**config.mk**
```make
export PLATFORM = sky130hd
export DESIGN_NAME = lamport_weighted_admission_arbiter_core
export DESIGN_NICKNAME = d
export VERILOG_FILES = /design/src/design/lwaa_pkg.sv /design/src/design/lamport_weighted_admission_arbiter_core.sv /design/src/design/lwaa_grant_eval.sv
export VERILOG_INCLUDE_DIRS = /design/src /design/src/design
export SDC_FILE = /design/constraint.sdc
export NUM_CORES = 2
export LEC_CHECK = 0
export BUFFER_PORTS_ARGS = -buffer_cell sky130_fd_sc_hd__buf_2
export CAP_MARGIN = 30
export CORE_UTILIZATION = 67
export DETAILED_ROUTE_END_ITERATION = 7
export GPL_ROUTABILITY_DRIVEN = 0
export GPL_TIMING_DRIVEN = 0
export PLACE_DENSITY = 0.85
export SLEW_MARGIN = 5
export SYNTH_ARGS = -nofsm -noshare
export SYNTH_HDL_FRONTEND = slang
export SYNTH_HIERARCHICAL = 1
export SYNTH_SLANG_ARGS = --single-unit
```
**constraint.sdc**
```tcl
create_clock -name aclk -period 9.42 [get_ports aclk]
set_input_delay 2.826 -clock aclk [delete_from_list [all_inputs] [get_ports aclk]]
set_output_delay 2.826 -clock aclk [all_outputs]
set_load 0.01 [all_outputs]
```
**src/design/assert_macros.svh**
```systemverilog
// Assertion helpers shared by the RTL.
// Every check is sampled on aclk and is held off while aresetn is low.
`ifndef ASSERT_MACROS_SVH
`define ASSERT_MACROS_SVH

// Property that must hold at every rising edge outside reset.
`define ASSERT_CLK(label, prop, msg) \
    label: assert property (@(posedge aclk) disable iff (!aresetn) (prop)) \
        else $error(msg);

// Implication checked at every rising edge outside reset.
`define ASSERT_IMPLY(label, cond, prop, msg) \
    label: assert property (@(posedge aclk) disable iff (!aresetn) (cond) |-> (prop)) \
        else $error(msg);

`endif

```
**src/design/lwaa_pkg.sv**
```systemverilog
package lwaa_pkg;

    // Sizes of the node set and the request queue.
    localparam int MAX_NODES = 16;
    localparam int IDX_W     = $clog2(MAX_NODES);
    localparam int LEN_W     = IDX_W + 1;

    // Field widths.
    localparam int OP_W      = 3;
    localparam int NODE_W    = 4;
    localparam int TIME_W    = 32;
    localparam int WEIGHT_W  = 8;
    localparam int COUNT_W   = 5;
    localparam int CAP_W     = 12;
    localparam int AHEAD_W   = 12;
    localparam int KIND_W    = 2;
    localparam int CFG_IDX_W = 2;
    localparam int CFG_DATA_W = 12;

    // Operation codes.
    localparam logic [OP_W-1:0] OP_REMOTE_REQUEST = 3'd0;
    localparam logic [OP_W-1:0] OP_REMOTE_ACK     = 3'd1;
    localparam logic [OP_W-1:0] OP_REMOTE_RELEASE = 3'd2;
    localparam logic [OP_W-1:0] OP_LOCAL_REQUEST  = 3'd3;
    localparam logic [OP_W-1:0] OP_LOCAL_RELEASE  = 3'd4;

    // Outgoing message kinds.
    localparam logic [KIND_W-1:0] SEND_NONE    = 2'd0;
    localparam logic [KIND_W-1:0] SEND_ACK     = 2'd1;
    localparam logic [KIND_W-1:0] SEND_REQUEST = 2'd2;
    localparam logic [KIND_W-1:0] SEND_RELEASE = 2'd3;

    // Configuration register indexes.
    localparam logic [CFG_IDX_W-1:0] CFG_MY_RANK    = 2'd0;
    localparam logic [CFG_IDX_W-1:0] CFG_NODE_COUNT = 2'd1;
    localparam logic [CFG_IDX_W-1:0] CFG_MY_WEIGHT  = 2'd2;
    localparam logic [CFG_IDX_W-1:0] CFG_CAPACITY   = 2'd3;

    // Configuration reset values.
    localparam logic [NODE_W-1:0]   MY_RANK_RESET    = 4'd0;
    localparam logic [COUNT_W-1:0]  NODE_COUNT_RESET = 5'd1;
    localparam logic [WEIGHT_W-1:0] MY_WEIGHT_RESET  = 8'd70;
    localparam logic [CAP_W-1:0]    CAPACITY_RESET   = 12'd150;

    // Configuration registers as one group.
    typedef struct packed {
        logic [NODE_W-1:0]   my_rank;
        logic [COUNT_W-1:0]  node_count;
        logic [WEIGHT_W-1:0] my_weight;
        logic [CAP_W-1:0]    capacity;
    } cfg_t;

    // One queue entry: 44 bits.
    typedef struct packed {
        logic [TIME_W-1:0]   stamp;
        logic [NODE_W-1:0]   node;
        logic [WEIGHT_W-1:0] weight;
    } entry_t;

    // Sequencer states.
    typedef enum logic [7:0] {
        ST_IDLE      = 8'b0000_0001,
        ST_INS_ISSUE = 8'b0000_0010,
        ST_INS_CMP   = 8'b0000_0100,
        ST_DEL_ISSUE = 8'b0000_1000,
        ST_DEL_SCAN  = 8'b0001_0000,
        ST_SUM_ISSUE = 8'b0010_0000,
        ST_SUM_SCAN  = 8'b0100_0000,
        ST_DONE      = 8'b1000_0000
    } state_t;

    // Saturating clock increment.
    function automatic logic [TIME_W-1:0] clock_bump(input logic [TIME_W-1:0] base);
        logic [TIME_W-1:0] result;
        result = (base == '1) ? base : base + 1'b1;
        return result;
    endfunction

    // Queue order: time first, then node id.
    function automatic logic key_less(input entry_t a, input entry_t b);
        logic result;
        result = (a.stamp < b.stamp) || ((a.stamp == b.stamp) && (a.node < b.node));
        return result;
    endfunction

endpackage

```
**src/design/lamport_weighted_admission_arbiter_core.sv**
```systemverilog
// Admission arbiter for one node of a Lamport-clock mutual exclusion group.
// Input channel (s_*): one message or local event per transfer: remote
// request, remote ack, remote release, local request or local release.
// Result channel (m_*): exactly one result per input transfer, giving the
// message to send, its clock value, the grant flag, the weight queued ahead
// of the own entry and a flag for an insert dropped on a full queue.
// Configuration channel (cfg_*): writes rank, node count, own weight and
// capacity; it is always ready. The user writes it only while the block is
// idle; the block itself does not enforce this. The request queue lives in
// a 16-entry memory with a registered read port. An insert into a queue
// that is not full, or a delete, does one pass over the queue (one entry
// per cycle, shifting entries in place); then, for every known operation,
// one pass sums the weights ahead of the own entry if the queue is not
// empty. The next input is taken as soon as the sequencer returns to idle,
// even while the previous result still waits in the output register. A
// stalled receiver holds the result register; a further item is then held
// in its final state until the register frees. Reset clears the clock, the
// queue length and the acks and loads the configuration reset values.
`include "assert_macros.svh"

module lamport_weighted_admission_arbiter_core (
    input  logic                                aclk,
    input  logic                                aresetn,

    input  logic                                s_valid,
    output logic                                s_ready,
    input  logic [lwaa_pkg::OP_W-1:0]           s_operation,
    input  logic [lwaa_pkg::NODE_W-1:0]         s_source_node,
    input  logic [lwaa_pkg::TIME_W-1:0]         s_stamp,
    input  logic [lwaa_pkg::WEIGHT_W-1:0]       s_request_weight,

    output logic                                m_valid,
    input  logic                                m_ready,
    output logic [lwaa_pkg::KIND_W-1:0]         m_send_kind,
    output logic [lwaa_pkg::TIME_W-1:0]         m_out_time,
    output logic                                m_grant,
    output logic [lwaa_pkg::AHEAD_W-1:0]        m_weight_ahead,
    output logic                                m_queue_full,

    input  logic                                cfg_valid,
    output logic                                cfg_ready,
    input  logic [lwaa_pkg::CFG_IDX_W-1:0]      cfg_index,
    input  logic [lwaa_pkg::CFG_DATA_W-1:0]     cfg_data
);
    import lwaa_pkg::*;

    // Control state.
    state_t               state_reg, state_next;
    cfg_t                 cfg_reg, cfg_next;
    logic [TIME_W-1:0]    clock_reg, clock_next;
    logic [MAX_NODES-1:0] ack_reg, ack_next;
    logic [LEN_W-1:0]     q_len_reg, q_len_next;
    logic                 m_valid_reg, m_valid_next;

    // Working registers of the current item.
    logic [OP_W-1:0]      op_reg, op_next;
    entry_t               new_entry_reg, new_entry_next;
    logic [NODE_W-1:0]    del_node_reg, del_node_next;
    logic [IDX_W-1:0]     idx_reg, idx_next;
    logic                 found_reg, found_next;
    logic [AHEAD_W-1:0]   sum_reg, sum_next;
    logic                 full_reg, full_next;

    // Result register.
    logic [KIND_W-1:0]    m_kind_reg, m_kind_next;
    logic [TIME_W-1:0]    m_time_reg, m_time_next;
    logic                 m_grant_reg, m_grant_next;
    logic [AHEAD_W-1:0]   m_ahead_reg, m_ahead_next;
    logic                 m_full_reg, m_full_next;

    // Queue memory ports.
    entry_t               q_mem [MAX_NODES];
    entry_t               q_rd_data_reg;
    logic                 rd_en;
    logic [IDX_W-1:0]     rd_addr;
    logic                 wr_en;
    logic [IDX_W-1:0]     wr_addr;
    entry_t               wr_data;

    logic                 in_xfer;
    logic                 out_free;
    logic                 last_entry;
    logic                 grant_ok;
    logic [TIME_W-1:0]    stamp_max;

    assign in_xfer    = s_valid && s_ready;
    assign out_free   = !m_valid_reg || m_ready;
    assign last_entry = ((LEN_W'(idx_reg) + 1'b1) == q_len_reg);
    assign stamp_max  = (clock_reg > s_stamp) ? clock_reg : s_stamp;

    assign s_ready   = (state_reg == ST_IDLE);
    assign cfg_ready = 1'b1;

    // Grant condition on the updated state.
    lwaa_grant_eval u_grant_eval (
        .cfg          (cfg_reg),
        .ack_bits     (ack_reg),
        .weight_ahead (sum_reg),
        .grant_ok     (grant_ok)
    );

    // Queue memory: one write port and one registered read port.
    always_ff @(posedge aclk) begin
        if (wr_en) begin
            q_mem[wr_addr] <= wr_data;
        end
        if (rd_en) begin
            q_rd_data_reg <= q_mem[rd_addr];
        end
    end

    // Configuration register writes.
    always_comb begin
        cfg_next = cfg_reg;
        if (cfg_valid && cfg_ready) begin
            unique case (cfg_index)
                CFG_MY_RANK:    cfg_next.my_rank    = cfg_data[NODE_W-1:0];
                CFG_NODE_COUNT: cfg_next.node_count = cfg_data[COUNT_W-1:0];
                CFG_MY_WEIGHT:  cfg_next.my_weight  = cfg_data[WEIGHT_W-1:0];
                CFG_CAPACITY:   cfg_next.capacity   = cfg_data[CAP_W-1:0];
                default:        cfg_next = cfg_reg;
            endcase
        end
    end

    // Sequencer: accept, queue pass, weight pass, result.
    always_comb begin
        state_next     = state_reg;
        clock_next     = clock_reg;
        ack_next       = ack_reg;
        q_len_next     = q_len_reg;
        op_next        = op_reg;
        new_entry_next = new_entry_reg;
        del_node_next  = del_node_reg;
        idx_next       = idx_reg;
        found_next     = found_reg;
        sum_next       = sum_reg;
        full_next      = full_reg;
        m_valid_next   = m_valid_reg && !m_ready;
        m_kind_next    = m_kind_reg;
        m_time_next    = m_time_reg;
        m_grant_next   = m_grant_reg;
        m_ahead_next   = m_ahead_reg;
        m_full_next    = m_full_reg;
        rd_en          = 1'b0;
        rd_addr        = idx_reg;
        wr_en          = 1'b0;
        wr_addr        = idx_reg;
        wr_data        = new_entry_reg;

        unique case (state_reg)
            ST_IDLE: begin
                if (in_xfer) begin
                    op_next   = s_operation;
                    full_next = 1'b0;
                    case (s_operation)
                        OP_REMOTE_REQUEST: begin
                            clock_next     = clock_bump(stamp_max);
                            new_entry_next = '{stamp: s_stamp, node: s_source_node,
                                               weight: s_request_weight};
                            if (q_len_reg == LEN_W'(MAX_NODES)) begin
                                full_next  = 1'b1;
                                state_next = ST_SUM_ISSUE;
                            end else begin
                                idx_next   = q_len_reg[IDX_W-1:0];
                                state_next = ST_INS_ISSUE;
                            end
                        end
                        OP_REMOTE_ACK: begin
                            ack_next[s_source_node[IDX_W-1:0]] = 1'b1;
                            state_next = ST_SUM_ISSUE;
                        end
                        OP_REMOTE_RELEASE: begin
                            del_node_next = s_source_node;
                            state_next    = ST_DEL_ISSUE;
                        end
                        OP_LOCAL_REQUEST: begin
                            clock_next     = clock_bump(clock_reg);
                            new_entry_next = '{stamp: clock_bump(clock_reg),
                                               node: cfg_reg.my_rank,
                                               weight: cfg_reg.my_weight};
                            if (q_len_reg == LEN_W'(MAX_NODES)) begin
                                full_next  = 1'b1;
                                state_next = ST_SUM_ISSUE;
                            end else begin
                                idx_next   = q_len_reg[IDX_W-1:0];
                                state_next = ST_INS_ISSUE;
                            end
                        end
                        OP_LOCAL_RELEASE: begin
                            ack_next      = '0;
                            del_node_next = cfg_reg.my_rank;
                            state_next    = ST_DEL_ISSUE;
                        end
                        default: begin
                            state_next = ST_DONE;
                        end
                    endcase
                end
            end

            // Insert: walk down from the tail, moving larger keys up one slot.
            ST_INS_ISSUE: begin
                if (idx_reg == '0) begin
                    wr_en      = 1'b1;
                    wr_addr    = '0;
                    wr_data    = new_entry_reg;
                    q_len_next = q_len_reg + 1'b1;
                    state_next = ST_SUM_ISSUE;
                end else begin
                    rd_en      = 1'b1;
                    rd_addr    = idx_reg - 1'b1;
                    state_next = ST_INS_CMP;
                end
            end

            ST_INS_CMP: begin
                wr_en   = 1'b1;
                wr_addr = idx_reg;
                if (!key_less(q_rd_data_reg, new_entry_reg)) begin
                    wr_data  = q_rd_data_reg;
                    idx_next = idx_reg - 1'b1;
                    if (idx_reg == IDX_W'(1)) begin
                        state_next = ST_INS_ISSUE;
                    end else begin
                        rd_en   = 1'b1;
                        rd_addr = idx_reg - IDX_W'(2);
                    end
                end else begin
                    wr_data    = new_entry_reg;
                    q_len_next = q_len_reg + 1'b1;
                    state_next = ST_SUM_ISSUE;
                end
            end

            // Delete: find the first matching entry, then pull the rest down.
            ST_DEL_ISSUE: begin
                if (q_len_reg == '0) begin
                    state_next = ST_SUM_ISSUE;
                end else begin
                    rd_en      = 1'b1;
                    rd_addr    = '0;
                    idx_next   = '0;
                    found_next = 1'b0;
                    state_next = ST_DEL_SCAN;
                end
            end

            ST_DEL_SCAN: begin
                if (found_reg) begin
                    wr_en   = 1'b1;
                    wr_addr = idx_reg - 1'b1;
                    wr_data = q_rd_data_reg;
                end
                found_next = found_reg || (q_rd_data_reg.node == del_node_reg);
                if (last_entry) begin
                    if (found_next) begin
                        q_len_next = q_len_reg - 1'b1;
                    end
                    state_next = ST_SUM_ISSUE;
                end else begin
                    rd_en    = 1'b1;
                    rd_addr  = idx_reg + 1'b1;
                    idx_next = idx_reg + 1'b1;
                end
            end

            // Weight pass: sum entries ahead of the first own entry.
            ST_SUM_ISSUE: begin
                sum_next = '0;
                if (q_len_reg == '0) begin
                    state_next = ST_DONE;
                end else begin
                    rd_en      = 1'b1;
                    rd_addr    = '0;
                    idx_next   = '0;
                    state_next = ST_SUM_SCAN;
                end
            end

            ST_SUM_SCAN: begin
                if (q_rd_data_reg.node == cfg_reg.my_rank) begin
                    state_next = ST_DONE;
                end else begin
                    sum_next = sum_reg + AHEAD_W'(q_rd_data_reg.weight);
                    if (last_entry) begin
                        state_next = ST_DONE;
                    end else begin
                        rd_en    = 1'b1;
                        rd_addr  = idx_reg + 1'b1;
                        idx_next = idx_reg + 1'b1;
                    end
                end
            end

            // Load the result register once it is free.
            ST_DONE: begin
                if (out_free) begin
                    m_valid_next = 1'b1;
                    m_ahead_next = sum_reg;
                    m_full_next  = full_reg;
                    m_time_next  = clock_reg;
                    m_grant_next = 1'b0;
                    case (op_reg) inside
                        OP_REMOTE_REQUEST: begin
                            m_kind_next = SEND_ACK;
                        end
                        OP_REMOTE_ACK, OP_REMOTE_RELEASE: begin
                            m_kind_next  = SEND_NONE;
                            m_time_next  = '0;
                            m_grant_next = grant_ok;
                        end
                        OP_LOCAL_REQUEST: begin
                            m_kind_next  = SEND_REQUEST;
                            m_grant_next = grant_ok;
                        end
                        OP_LOCAL_RELEASE: begin
                            m_kind_next = SEND_RELEASE;
                        end
                        default: begin
                            m_kind_next  = SEND_NONE;
                            m_time_next  = '0;
                            m_ahead_next = '0;
                            m_full_next  = 1'b0;
                        end
                    endcase
                    state_next = ST_IDLE;
                end
            end

            default: begin
                state_next = ST_IDLE;
            end
        endcase
    end

    // Control registers with synchronous reset.
    always_ff @(posedge aclk) begin
        if (!aresetn) begin
            state_reg   <= ST_IDLE;
            cfg_reg     <= '{my_rank: MY_RANK_RESET, node_count: NODE_COUNT_RESET,
                             my_weight: MY_WEIGHT_RESET, capacity: CAPACITY_RESET};
            clock_reg   <= '0;
            ack_reg     <= '0;
            q_len_reg   <= '0;
            m_valid_reg <= 1'b0;
        end else begin
            state_reg   <= state_next;
            cfg_reg     <= cfg_next;
            clock_reg   <= clock_next;
            ack_reg     <= ack_next;
            q_len_reg   <= q_len_next;
            m_valid_reg <= m_valid_next;
        end
    end

    // Payload registers.
    always_ff @(posedge aclk) begin
        op_reg        <= op_next;
        new_entry_reg <= new_entry_next;
        del_node_reg  <= del_node_next;
        idx_reg       <= idx_next;
        found_reg     <= found_next;
        sum_reg       <= sum_next;
        full_reg      <= full_next;
        m_kind_reg    <= m_kind_next;
        m_time_reg    <= m_time_next;
        m_grant_reg   <= m_grant_next;
        m_ahead_reg   <= m_ahead_next;
        m_full_reg    <= m_full_next;
    end

    assign m_valid        = m_valid_reg;
    assign m_send_kind    = m_kind_reg;
    assign m_out_time     = m_time_reg;
    assign m_grant        = m_grant_reg;
    assign m_weight_ahead = m_ahead_reg;
    assign m_queue_full   = m_full_reg;

    // Design checks.
    `ASSERT_CLK(a_len_bound, q_len_reg <= LEN_W'(MAX_NODES), "queue length above capacity")
    `ASSERT_IMPLY(a_ins_idx, state_reg == ST_INS_CMP, idx_reg != '0,
        "insert compare with slot zero")
    `ASSERT_IMPLY(a_result_src, $rose(m_valid_reg), $past(state_reg) == ST_DONE,
        "result loaded outside final state")
    `ASSERT_IMPLY(a_len_step, $past(aresetn),
        (q_len_reg == $past(q_len_reg)) || (q_len_reg == $past(q_len_reg) + 1'b1) ||
        (q_len_reg == $past(q_len_reg) - 1'b1), "queue length jumped")

endmodule

```
**src/design/lwaa_grant_eval.sv**
```systemverilog
module lwaa_grant_eval (
    input  lwaa_pkg::cfg_t                      cfg,
    input  logic [lwaa_pkg::MAX_NODES-1:0]      ack_bits,
    input  logic [lwaa_pkg::AHEAD_W-1:0]        weight_ahead,
    output logic                                grant_ok
);
    import lwaa_pkg::*;

    logic [MAX_NODES-1:0] have;
    logic [MAX_NODES-1:0] need_mask;
    logic [LEN_W-1:0]     need_cnt;
    logic                 acks_ok;
    logic [CAP_W:0]       total;

    // The own node always counts as acknowledged.
    always_comb begin
        have = ack_bits;
        have[cfg.my_rank[IDX_W-1:0]] = 1'b1;
    end

    // Nodes below the clamped node count must all have acked.
    always_comb begin
        if (cfg.node_count > COUNT_W'(MAX_NODES)) begin
            need_cnt = LEN_W'(MAX_NODES);
        end else begin
            need_cnt = LEN_W'(cfg.node_count);
        end
        for (int i = 0; i < MAX_NODES; i++) begin
            need_mask[i] = (LEN_W'(i) < need_cnt);
        end
    end

    assign acks_ok = &(have | ~need_mask);

    // Weight queued ahead plus the own weight must fit the capacity.
    assign total    = (CAP_W+1)'(weight_ahead) + (CAP_W+1)'(cfg.my_weight);
    assign grant_ok = acks_ok && (total <= (CAP_W+1)'(cfg.capacity));

endmodule
```
==> run metrics <==
leakage power=around 17 nW; Final #Nets=3,449; failing checks=DRC; num rows=92; synthesized instance count=about 3,000; PD cells=189.2 mW/mm^2; GRT Resource Usage Total=40.48%; Avg WL per Cell=31.94 um; die area=0.06515 mm^2; worst r2r src=new_entry_reg[43]; synth cell count leaders=edfxtp_1, nand2_1, mux4_2, o21ai_0, a21oi_1; Warnings, synthesis=6; Synth Cell Area=about 0.043 mm^2; Fin. Hold Viols=0; post-route insts no fill=4,199; Setup Total Neg Slack=0 ps; synth-to-layout area growth=13.67%; Cell Chain, Critical Path=inv_1, ha_1, nand4_1, nor4_1, buf_2, a211oi_1, a21oi_1, o21ai_1, o21ai_1, clkbuf_1, clkbuf_1, o21ai_0, buf_2; CP max stage delay=890 ps; filler instances=between 3,000 and 4,000; Longest Clk Path Bufs=3; arrival time worst endpoint=roughly 6900 ps; Rel. slew slack=24.76%; CP endpoint kind=flop; flip-flop and latch area=0.02780 mm^2; max-cap violations=0; dpl hpwl=81,530 um; initial DRC count=6,258; CTS buffer count=92; Most used DFF post-synth=edfxtp_1; Vias=~31,000; Reg clk slew, reported paths=60 ps; EDFF count, synth=865; Die Y=~260 um; pre-CTS setup slack=3227 ps; Setup crit start kind=flop; cts hold-fix bufs=0; class of the most critical setup path=flop to flop; GRT overflow=0; WL final=134,100 um; outcome=finished with violations; post-layout min period=around 6500 ps; WP buf/inv=5; Max stage delay cell, worst path=o21ai_1; worst-path fanout max=12; H-tree depth=3; Avg Cell Area, Syn=14.38 um^2; Largest delay share family, worst path=compound AO/OA/AOI/OAI gates; syn nets=3,165; hold depth=2; Crit Reg-Reg Endpoint=q_mem[1][13]; CTS Root Cell=clkbuf_16; share of layout cells above drive strength 1=a little under a fifth; final hold slack=around 470 ps; fmax=153.2 MHz; top cells by area, synth=edfxtp_1, mux4_2, dfxtp_1, ha_1, nand2_1; Pre-antenna DRT Iters=8; worst r2r path cells=13; largest net degree at the start of global routing=37; Clock Sinks=956; core box area=~0.063 mm^2; max FFs per register=704; die width=255.3 um; top-count cell post-synth=edfxtp_1; area leader, netlist=edfxtp_1; worst-margin pin slew=1117 ps; total chip power=0.009239 W; port bufs=113; num ports=117; WP data required=between 9000 and 10,000 ps; RSZ-0062 raised after global routing=false; Synth top area share=60.45%; VDD IR max=between 0.15 and 0.2 mV; vias in the first global route=30,673; asr flop ratio synth=0%; Hold EP=cfg_reg[5]; area of the multi-input gates=0.01412 mm^2; Final setup viols=0; initial core utilization=roughly two thirds; DR DRC count=190; Pins Over Slew Limit=0; r2r setup slk=slightly below 3000 ps; placed cell count=between 4,000 and 5,000; Yosys reg bits=approximately 960; via density per instance=7.429; first-pass GRT wire length=~190,000 um; Worst Skew=34.64 ps; Hold Path Origin=cfg_reg[5]; worst hold path type=flop to flop; Cell variety after synth=95; TritonCTS clock tree=done; antenna violations before repair=4; Clk Latency, worst-skew pair=700 ps; PostCTS Resize Cnt=0; period utilisation layout=69.32%; post-synthesis sequential area ratio=64.69%; Final Worst Setup Slack=2891 ps; ANT nets after route=0; setup bufs post-CTS=0
per-stage QoR:
| stage | util, % | cell area [um^2] |
|---|---|---|
| 6_report | 77.29 | 48840 |
| 5_1_grt | 77.28 | 48840 |
| 4_1_cts | 77.15 | 48760 |
| 3_5_place_dp | 72.24 | 45650 |
| 3_3_place_gp | 70.57 | 44600 |
| 2_1_floorplan | - | 42970 |
tightest hold or removal path, delay by kind of cell, from the launching register on:
kind / cells / cell delay [ps]
AO/OA/AOI/OAI: 1 / 50
AND/OR/NAND/NOR: 1 / 50
flip-flops: 1 / 310
final cells by class:
cell class	count	share of cell area (%)
diodes	2	0.01025
plain buffers	153	1.588
clock buffers	110	4.852
clock inverters	62	1.511
inverters	111	0.8556
multi-input cells	1769	28.90
flip-flops and latches	956	56.91
well taps	846	2.167
repair buffers	190	3.207
worst max-delay path by stage:
stage | start | endpoint | slack [ps] | cells past startpoint
global route | new_entry_reg[43] | q_mem[1][13] | 3220 | 13
CTS | new_entry_reg[43] | q_mem[6][30] | 3340 | 12
detailed placement | s_stamp[29] | clock_reg[29] | 3230 | 12
finish | new_entry_reg[43] | q_mem[1][13] | 2890 | 13
global placement | s_operation[0] | clock_reg[20] | 2040 | 10
floorplan | s_operation[0] | clock_reg[20] | 3520 | 9
cell families (layout without fill, tap and decap cells):
| group | after synthesis | after routing | synth area share (%) |
|---|---|---|---|
| and+or+nand+nor | 789 | 789 | 8.954 |
| AOI/OAI and AO/OA | 578 | 578 | 8.592 |
| buffers and inverters | 264 | 626 | 2.775 |
| xor gates and xnor gates | 86 | 86 | 1.788 |
| other | 1 | 3 | 0.008727 |
| adders and majority gates | 111 | 111 | 3.279 |
| DFF | 956 | 956 | 64.69 |
| muxes | 204 | 204 | 9.917 |
metal layers:
| layer | global-route usage, % | wire length [um] | vias to the layer above |
|---|---|---|---|
| li1 | - | - | 12161 |
| met1 | 49.13 | 41800 | 14654 |
| met2 | 62.32 | 61010 | 3434 |
| met3 | 12.62 | 19760 | 943 |
| met4 | 28.14 | 11500 | 4 |
| met5 | 0 | 27 | - |
power by group:
group          leakage, nW  switching, W  internal [W]
registers             8.48     0.0000305       0.00464
clock network         1.51       0.00171       0.00216
logic                 6.89      0.000450      0.000253
cells in the final DEF, fill, tap and decap left out, types with 14 or more instances in the layout:
cell type and n:
a21o_1 28, nor2_4 16, buf_4 16, mux4_2 176, a21oi_1 136, ha_1 107
nand4_1 34, nand3_1 62, clkinv_2 19, mux2i_1 14, a31oi_1 24, inv_1 109
nand2b_1 14, o21ai_0 156, buf_2 163, nor3_1 53, buf_6 21, and3_1 34
mux2_2 14, o211ai_1 15, xor2_1 27, nor2b_1 20, nor2_1 119, and2_1 61
clkbuf_1 120, edfxtp_1 865, clkbuf_16 92, xnor2_1 58, nand2_1 299, a22oi_1 95
dfxtp_1 91, buf_12 22, clkinv_1 18
Power figures use the tool's default switching activity.
